<file path="src/rtl/mpcc_pkg.sv">
// Shared constants, command codes and control types of the category classifier.
package mpcc_pkg;

    // Default sizes
    localparam int NUM_STATES_DEF     = 256;
    localparam int ALPHABET_SIZE_DEF  = 256;
    localparam int NUM_CATEGORIES_DEF = 12;
    localparam int COUNT_WIDTH_DEF    = 16;

    // Fixed field widths of the beats
    localparam int CMD_W       = 2;
    localparam int BYTE_W      = 8;
    localparam int MASK_W      = 12;
    localparam int CAT_OUT_W   = 4;
    localparam int COUNT_OUT_W = 16;

    // Command codes
    localparam logic [CMD_W-1:0] CMD_WRITE_TRANS = 2'd0;
    localparam logic [CMD_W-1:0] CMD_WRITE_MASK  = 2'd1;
    localparam logic [CMD_W-1:0] CMD_TEXT        = 2'd2;
    localparam logic [CMD_W-1:0] CMD_END         = 2'd3;

    // Control from the sequencer to the counter bank
    typedef struct packed {
        logic inc_en;      // add the registered mask to the counters
        logic scan_start;  // begin the arg-max search
        logic clear;       // zero all counters
    } t_cnt_ctrl;

endpackage

</file>
<file path="src/rtl/mpcc_count_bank.sv">
// Saturating category counters and the sequential arg-max search over them.
module mpcc_count_bank #(
    parameter int NUM_CATEGORIES = mpcc_pkg::NUM_CATEGORIES_DEF,
    parameter int COUNT_WIDTH    = mpcc_pkg::COUNT_WIDTH_DEF,
    localparam int CIW = (NUM_CATEGORIES > 1) ? $clog2(NUM_CATEGORIES) : 1
) (
    input  logic                      i_clk,
    input  logic                      i_rst_n,
    input  mpcc_pkg::t_cnt_ctrl       i_ctrl,
    input  logic [NUM_CATEGORIES-1:0] i_mask,
    output logic                      o_busy,
    output logic [CIW-1:0]            o_best_idx,
    output logic [COUNT_WIDTH-1:0]    o_best_count
);

    localparam int CNW = $clog2(NUM_CATEGORIES + 1);

    logic [COUNT_WIDTH-1:0] r_cnt [NUM_CATEGORIES];
    logic                   r_scan;
    logic [CNW-1:0]         r_idx;
    logic [CIW-1:0]         r_best;
    logic [COUNT_WIDTH-1:0] r_max;

    // Counters: clear wins over increment, each saturates at all ones
    always_ff @(posedge i_clk) begin
        if (!i_rst_n || i_ctrl.clear) begin
            for (int c = 0; c < NUM_CATEGORIES; c++) begin
                r_cnt[c] <= '0;
            end
        end else if (i_ctrl.inc_en) begin
            for (int c = 0; c < NUM_CATEGORIES; c++) begin
                if (i_mask[c] && (r_cnt[c] != '1)) begin
                    r_cnt[c] <= r_cnt[c] + 1'b1;
                end
            end
        end
    end

    // Arg-max: one counter per cycle, strict compare keeps the lowest index
    always_ff @(posedge i_clk) begin
        if (!i_rst_n) begin
            r_scan <= 1'b0;
        end else if (i_ctrl.scan_start) begin
            r_scan <= 1'b1;
            r_idx  <= CNW'(1);
            r_best <= '0;
            r_max  <= r_cnt[0];
        end else if (r_scan) begin
            if (r_idx == CNW'(NUM_CATEGORIES)) begin
                r_scan <= 1'b0;
            end else begin
                if (r_cnt[r_idx[CIW-1:0]] > r_max) begin
                    r_max  <= r_cnt[r_idx[CIW-1:0]];
                    r_best <= r_idx[CIW-1:0];
                end
                r_idx <= r_idx + 1'b1;
            end
        end
    end

    assign o_busy       = r_scan;
    assign o_best_idx   = r_best;
    assign o_best_count = r_max;

    // The running maximum always tracks the counter it names
    a_max_matches_best: assert property (@(posedge i_clk) disable iff (!i_rst_n)
        r_scan |-> (r_max == r_cnt[r_best]))
        else $error("running max differs from counter of best index");

    // Counters stay still during the search
    a_no_inc_in_scan: assert property (@(posedge i_clk) disable iff (!i_rst_n)
        r_scan |-> (!i_ctrl.inc_en && !i_ctrl.clear))
        else $error("counters changed during the search");

    // Index starts past the first counter and never wraps to zero
    a_idx_nonzero: assert property (@(posedge i_clk) disable iff (!i_rst_n)
        r_scan |-> (r_idx != '0))
        else $error("search index wrapped");

endmodule

</file>
<file path="config.mk">
export PLATFORM = sky130hd
export DESIGN_NAME = mpcc_count_bank
export DESIGN_NICKNAME = d
export VERILOG_FILES = /design/src/rtl/mpcc_pkg.sv /design/src/rtl/mpcc_count_bank.sv
export SDC_FILE = /design/constraint.sdc
export NUM_CORES = 1
export LEC_CHECK = 0
export BUFFER_PORTS_ARGS = -buffer_cell sky130_fd_sc_hd__buf_2
export CAP_MARGIN = 20
export CORE_ASPECT_RATIO = 1.1
export CORE_MARGIN = 5
export CORE_UTILIZATION = 40
export DETAILED_ROUTE_END_ITERATION = 7
export SLEW_MARGIN = 20
export SYNTH_ARGS = -nofsm -noshare
export SYNTH_HDL_FRONTEND = slang
export SYNTH_SLANG_ARGS = --single-unit
</file>
<file path="constraint.sdc">
create_clock -name i_clk -period 3.9 [get_ports i_clk]
set_input_delay 0.975 -clock i_clk [delete_from_list [all_inputs] [get_ports i_clk]]
set_output_delay 0.975 -clock i_clk [all_outputs]
set_load 0.02 [all_outputs]
</file>
==> impl_metrics.csv, run 1 <==
group,metric,value,unit
setup_path,crit_type,"flip-flop to flip-flop",
global_routing,antenna_found_initial,1,
placed_design,dpl_worst_slack,0.6502,ns
logic_synthesis,syn-num-nets,1280,
logic_synthesis,synth.yosys.warnings,0,
setup_path,path_cells,"buf_12 -> mux2i_1 -> a22oi_1 -> nand2_1 -> o21ai_0 -> ha_1 -> nand4_1 -> nor2_1 -> nand4_1 -> o21a_1 -> a31oi_2 -> buf_4",
setup_path,path_max_fanout,37,
route,wl,33300,um
global_routing,grt_busiest_layer,"met2",
setup_path,cp-start-kind,"flip-flop",
flow_run,maxCapViolCount,0,
setup_path,regToRegSetupSlack,0.62,ns
sta,slew-limit-headroom,0.3813,
setup_path,critical_path.top_delay_family,"compound AO/OA/AOI/OAI gates",
global_routing,grt-ovfl-total,0,
power,seqPwrFrac,0.478,
logic_synthesis,ys_types,58,
cts,cts_tree,"yes",
die,core_area,32460,um^2
cts,cts.sinks,221,
hold_path,hp-class,"flip-flop to flip-flop",
sta,worstMarginPinSlew,0.9280,ns
logic_synthesis,synth_ff_type,"edfxtp_1",
placed_design,dpl-instance-area,13790,um^2
cts,cts_buffers,26,
sta,final_hold_viol_count,0,
cts,post_cts_buffers,0,
power,swShare,0.2596,
placed_design,place_hpwl,24550,um
power,p_leak,5.251,nW
global_routing,grt_use_total,0.1775,
die,fp.dieH,200.7,um
logic_synthesis,syn_avg_cell_area,10.72,um^2
cts,postCtsHoldBufs,0,
route,route.detailed.wl_per_inst,19.45,um
logic_synthesis,synthCells,1233,
die,num_rows,69,
setup_path,max_stage_delay,0.54,ns
logic_synthesis,ys_seq_area_frac,0.4982,
cts,root_buffer,"clkbuf_16",
global_routing,grt_pass1_wl,52330,um
global_routing,met1_usage,0.2396,
setup_path,crit_cells,12,
layout,area_growth,11.07,%
power,p_per_area,423.3,nW/um^2
layout,layout_commonest_cell,"nor2_1",
power,switching_power,0.001613,W
global_routing,grt_use_met3,0.02356,
setup_path,worst-path-buf-inv,2,
sta,holdWs,0.5374,ns
power,clkPwrFrac,0.409,
placed_design,port_buffers,37,
logic_synthesis,syn_area,13220,um^2
sta,clock.fmax,305.2,MHz
layout,layout-drive-gt1-share,0.1159,
power,internal-power,0.004601,W
route,vias_per_cell,5.488,
sta,rsz0062_at_grt,"false",
route,drtIter0Drc,837,
die,fp.dieW,183.3,um
global_routing,met2_usage,0.2925,
sta,period_share,0.8403,
route,ant_nets,0,
setup_path,timing.rr.end,"o_best_idx[2]",
setup_path,r2r_cells,12,
global_routing,grt_max_degree,38,
die,io_pins,38,
outcome,status,"complete, no violations",
cts,clk_pin_slew,0.06,ns
hold_path,whs_endpoint,"o_busy",
logic_synthesis,ys_seq_elements,221,
route,vias,9396,
layout,diodes,0,
cts,cts_htree_levels,1,
sta,min_period,3.277,ns
hold_path,hold_depth,2,
setup_path,cp.required,4.13,ns
placed_design,gp_congestion,0.8700,
sta,setup_slack,0.6230,ns
hold_path,hold_start,"o_busy",
global_routing,grt_pass1_vias,9291,
setup_path,cp-end-kind,"flip-flop",
sta,skew,0.01083,ns
setup_path,slowest_stage,"dfxtp_4",
layout,final_cell_mix,"nor2_1, edfxtp_1, nand2_1",
route,drc,0,
sta,totalNegativeSetupSlack,0,ns
die,start_util,0.4072,
route,dr.pass1.iters,5,
cts,worstSkewPairLatency,0.54,ns
cts,clockBufferDepth,3,
layout,finish.utilization,0.4523,
sta,setup_viol,0,
power,p_comb_frac,0.113,
layout,stdcell_area,14680,um^2
layout,layout.nets,1313,
setup_path,crit_path_frequent_cell,"nand4_1",
logic_synthesis,synth_edf_count,216,
logic_synthesis,async_reset_ff_frac,0,
die,die_area,36790,um^2
sta,drv_slew,0,
setup_path,arrival,3.51,ns
cts,cts_resized,0,
power,irDropWorstVdd,0.2822,mV
through the flow:
| step | power (W) | std cells |
|---|---|---|
| 2_1_floorplan | 0.003460 | 1233 |
| 3_3_place_gp | 0.003711 | 1664 |
| 3_5_place_dp | 0.003721 | 1664 |
| 4_1_cts | 0.006267 | 1712 |
| 5_1_grt | 0.006458 | 1712 |
| 6_report | 0.006215 | 1712 |
synthesized netlist by cell type (3+ instances only):
| master | number | area share |
|---|---|---|
| nand3_2 | 3 | 0.0023 |
| nor2b_1 | 10 | 0.0047 |
| buf_2 | 18 | 0.0068 |
| or3_1 | 8 | 0.0038 |
| and2_1 | 4 | 0.0019 |
| clkbuf_1 | 11 | 0.0031 |
| or2_1 | 4 | 0.0019 |
| ha_1 | 30 | 0.028 |
| and3_1 | 23 | 0.011 |
| dfxtp_1 | 5 | 0.0076 |
| o21ai_2 | 5 | 0.0033 |
| mux4_2 | 9 | 0.015 |
| and4_1 | 12 | 0.0080 |
| o21ai_1 | 9 | 0.0034 |
| inv_1 | 38 | 0.011 |
| nor3_2 | 3 | 0.0023 |
| nand3_1 | 69 | 0.026 |
| a21oi_1 | 15 | 0.0057 |
| o21ai_0 | 13 | 0.0049 |
| nand4_1 | 33 | 0.016 |
| buf_6 | 6 | 0.0051 |
| xor2_1 | 99 | 0.066 |
| a41o_1 | 4 | 0.0030 |
| buf_4 | 13 | 0.0074 |
| nand2b_1 | 5 | 0.0024 |
| mux2i_1 | 66 | 0.050 |
| a22oi_1 | 30 | 0.017 |
| nor2_1 | 226 | 0.064 |
| nand2_1 | 113 | 0.032 |
| nor3_1 | 16 | 0.0061 |
| mux4_1 | 7 | 0.014 |
| xnor2_1 | 64 | 0.042 |
| mux2_2 | 17 | 0.014 |
| edfxtp_1 | 216 | 0.49 |
cell families after synthesis:
family | Yosys count | synth area share
simple gates | 543 | 0.1925
flops | 221 | 0.4982
xor+xnor | 163 | 0.1080
mux | 99 | 0.09371
buf+inv | 89 | 0.03455
compound gates | 88 | 0.04458
fa+ha+maj | 30 | 0.02840
worst register-to-register path, cell delays in order, from the launching register on:
cell and delay, ns:
dfxtp_4 0.54, buf_12 0.32, mux2i_1 0.27, a22oi_1 0.12
nand2_1 0.14, o21ai_0 0.12, ha_1 0.31, nand4_1 0.12
nor2_1 0.23, nand4_1 0.15, o21a_1 0.22, a31oi_2 0.20
buf_4 0.24
final cells by class:
cell class              instances  area (um^2)
multi-input cells             923         6185
fillers                      3096        17780
repair buffers                 56        340.3
clock buffers                  29        693.2
inverters                      38        142.6
clock inverters                19        198.9
well taps                     426        533.0
flip-flops and latches        221         6590
power groups by stage:
| stage | logic, W | clock network (W) | registers (W) |
|---|---|---|---|
| 2_1_floorplan | 0.000518 | 0 | 0.00294 |
| 3_5_place_dp | 0.000703 | 0 | 0.00302 |
| 5_1_grt | 0.000779 | 0.00269 | 0.00299 |
| 4_1_cts | 0.000708 | 0.00259 | 0.00297 |
| 6_report | 0.000705 | 0.00254 | 0.00297 |
| 3_3_place_gp | 0.000694 | 0 | 0.00302 |
metal layers:
layer | vias up | wire, um | part of all wire
met5 | - | 0 | 0
met4 | 0 | 1357 | 0.041
met3 | 67 | 1452 | 0.044
met2 | 213 | 15880 | 0.48
met1 | 4642 | 14610 | 0.44
li1 | 4474 | - | -
flip-flops by register name (all words and copies together) (netlist names), named ones only:
register and flops:
o_best_idx 4, o_busy 1, r_idx 4, o_best_count 16
r_cnt 192
worst max path at each step:
stage / slack [ns] / start / endpoint
2_1_floorplan: 0.27 / flip-flop / o_best_count[0]
3_3_place_gp: 0.71 / flip-flop / o_best_idx[2]
3_5_place_dp: 0.65 / flip-flop / o_best_idx[0]
4_1_cts: 0.63 / flip-flop / o_best_idx[2]
5_1_grt: 0.38 / flip-flop / o_best_idx[3]
6_report: 0.62 / flip-flop / o_best_idx[2]
(Power assumes the default switching activity.)
==> run 2, diff against run 1 <==
==> constraint.sdc (replaced) <==
create_clock -name i_clk -period 3.3 [get_ports i_clk]
set_input_delay 0.825 -clock i_clk [delete_from_list [all_inputs] [get_ports i_clk]]
set_output_delay 0.825 -clock i_clk [all_outputs]
set_load 0.02 [all_outputs]
==> run 2 against run 1 <==
Compared with the run above:
- clock skew grew 0.014 ns
- power grew 13%
- final cell count is the same
- die area is the same
- cell area shrank 0.13%
- combinational power grew 25%
- first-iteration DRC count shrank 4.8%
- global-route usage grew 0.19 points
- clock power grew 3%
- core utilization shrank 0.058 points
- critical path depth shrank 1
- largest cell class unchanged
==> impl_metrics.csv, run 2 (synthesized netlist as in run 1, its figures left out) <==
group,metric,value,unit
global_routing,antenna_found_initial,0,
layout,final_cell_mix,"nor2_1, edfxtp_1, nand2_1",
placed_design,place_hpwl,24940,um
hold_path,hp-class,"flip-flop to flip-flop",
die,io_pins,38,
power,swShare,0.2684,
setup_path,max_stage_delay,0.51,ns
sta,worstMarginPinSlew,0.7360,ns
setup_path,crit_cells,11,
setup_path,path_max_fanout,18,
setup_path,crit_type,"flip-flop to flip-flop",
setup_path,worst-path-buf-inv,2,
global_routing,grt_pass1_wl,52540,um
cts,cts.sinks,221,
power,irDropWorstVdd,0.3720,mV
placed_design,port_buffers,37,
cts,cts_tree,"yes",
power,p_total,0.007000,W
route,drc,0,
layout,largest_reg_flops,192,
global_routing,grt_use_total,0.1794,
layout,finish.utilization,0.4517,
die,core_area,32460,um^2
die,start_util,0.4072,
layout,area_growth,10.93,%
sta,setup_slack,0.1928,ns
placed_design,dpl_worst_slack,-0.1516,ns
cts,cts_buffers,25,
setup_path,r2r_cells,11,
power,p_per_area,477.4,nW/um^2
die,num_rows,69,
sta,rsz0062_at_grt,"true",
cts,clockBufferDepth,3,
setup_path,cp-end-kind,"flip-flop",
layout,diodes,0,
cts,worstSkewPairLatency,0.54,ns
route,vias,9343,
layout,fillCellCount,3133,
power,internal-power,0.005121,W
power,seqPwrFrac,0.501,
sta,holdWs,0.5195,ns
route,route.detailed.wl_per_inst,19.73,um
sta,slew-limit-headroom,0.5082,
placed_design,gp_congestion,0.9267,
sta,period_share,0.9416,
die,fp.dieH,200.7,um
sta,final_hold_viol_count,0,
sta,clock.fmax,321.8,MHz
layout,layout-drive-gt1-share,0.1182,
route,dr.pass1.iters,6,
setup_path,crit_path_frequent_cell,"nand4_1",
sta,setup_viol,0,
layout,layout.nets,1315,
setup_path,regToRegSetupSlack,0.19,ns
power,switching_power,0.001879,W
setup_path,critical_path.top_delay_family,"simple AND/OR/NAND/NOR gates",
die,die_area,36790,um^2
setup_path,timing.rr.end,"o_best_count[10]",
layout,stdcell_area,14660,um^2
route,drtIter0Drc,797,
cts,root_buffer,"clkbuf_16",
sta,min_period,3.107,ns
sta,skew,0.02467,ns
route,ant_nets,0,
power,clkPwrFrac,0.374,
route,wl,33780,um
cts,cts_htree_levels,1,
hold_path,whs_endpoint,"o_busy",
setup_path,cp-start-kind,"flip-flop",
route,vias_per_cell,5.457,
sta,drv_slew,0,
global_routing,grt-ovfl-total,0,
outcome,status,"complete, no violations",
setup_path,slowest_stage,"mux4_2",
layout,seqCellArea,6591,um^2
setup_path,arrival,3.33,ns
power,p_comb_frac,0.125,
flow_run,maxCapViolCount,0,
placed_design,dpl-instance-area,13820,um^2
layout,layout_commonest_cell,"nor2_1",
power,p_leak,5.220,nW
layout,regMostFlops,"r_cnt",
setup_path,path_cells,"buf_12 -> mux4_2 -> nand2_1 -> o21ai_0 -> ha_1 -> nand4_1 -> nor2_2 -> nand4_1 -> o21a_1 -> a31oi_2 -> buf_4",
hold_path,hold_start,"o_busy",
layout,multi_input_area,6215,um^2
hold_path,hold_depth,2,
global_routing,grt_pass1_vias,9192,
global_routing,grt_max_degree,34,
cts,clk_pin_slew,0.06,ns
setup_path,cp.required,3.52,ns
die,fp.dieW,183.3,um
[run 2: layout make-up]
cell class                      count  share of cell area
Sequential cell                   221              0.4495
Multi-Input combinational cell    923              0.4238
Clock buffer                       33             0.04471
Tap cell                          426             0.03635
Timing Repair Buffer               59             0.02961
Inverter                           38            0.009727
Clock inverter                     12            0.006314
[run 2: metrics by stage]
step	instances	setup TNS, ns
floorplan	1233	0
global placement	1663	-1.280
detailed placement	1663	-2.834
CTS	1708	0
global route	1712	-0.1185
finish	1712	0
[run 2: how the worst max path moves through the flow]
stage,endpoint,from,slack [ns]
6_report,o_best_count[10],flip-flop,0.19
5_1_grt,o_best_count[10],flip-flop,-0.03
4_1_cts,o_best_count[10],flip-flop,0.01
3_3_place_gp,o_best_idx[1],flip-flop,-0.07
3_5_place_dp,o_best_idx[1],flip-flop,-0.15
2_1_floorplan,o_best_count[0],flip-flop,0.05
[run 2: metal layers]
| layer | vias to the layer above | wire length [um] | track usage |
|---|---|---|---|
| met5 | - | 0 | 0 |
| met4 | 0 | 807 | 0.04923 |
| met3 | 50 | 1392 | 0.02175 |
| met2 | 207 | 16910 | 0.3079 |
| met1 | 4596 | 14660 | 0.2401 |
| li1 | 4490 | - | - |
[run 2: power by group through the flow]
stage          clock, W  combinational [W]  sequential [W]
2_1_floorplan         0           0.000613         0.00348
3_3_place_gp          0           0.000845         0.00356
3_5_place_dp          0           0.000851         0.00356
4_1_cts         0.00267           0.000857         0.00350
5_1_grt         0.00281           0.000958         0.00353
6_report        0.00262           0.000878         0.00351
[run 2: tightest hold or removal path, stage by stage, from the launching register on]
cell	delay, ns
dfxtp_1	0.32
a21oi_1	0.07
nor2b_1	0.09
[run 2: repair_timing]
action | in CTS | in global routing
buffers inserted | 0 | 3
endpoints found under the setup margin | 20 | 20
cloned | 0 | 1
gates resized for setup | 2 | 11
hold buffers | 0 | 0
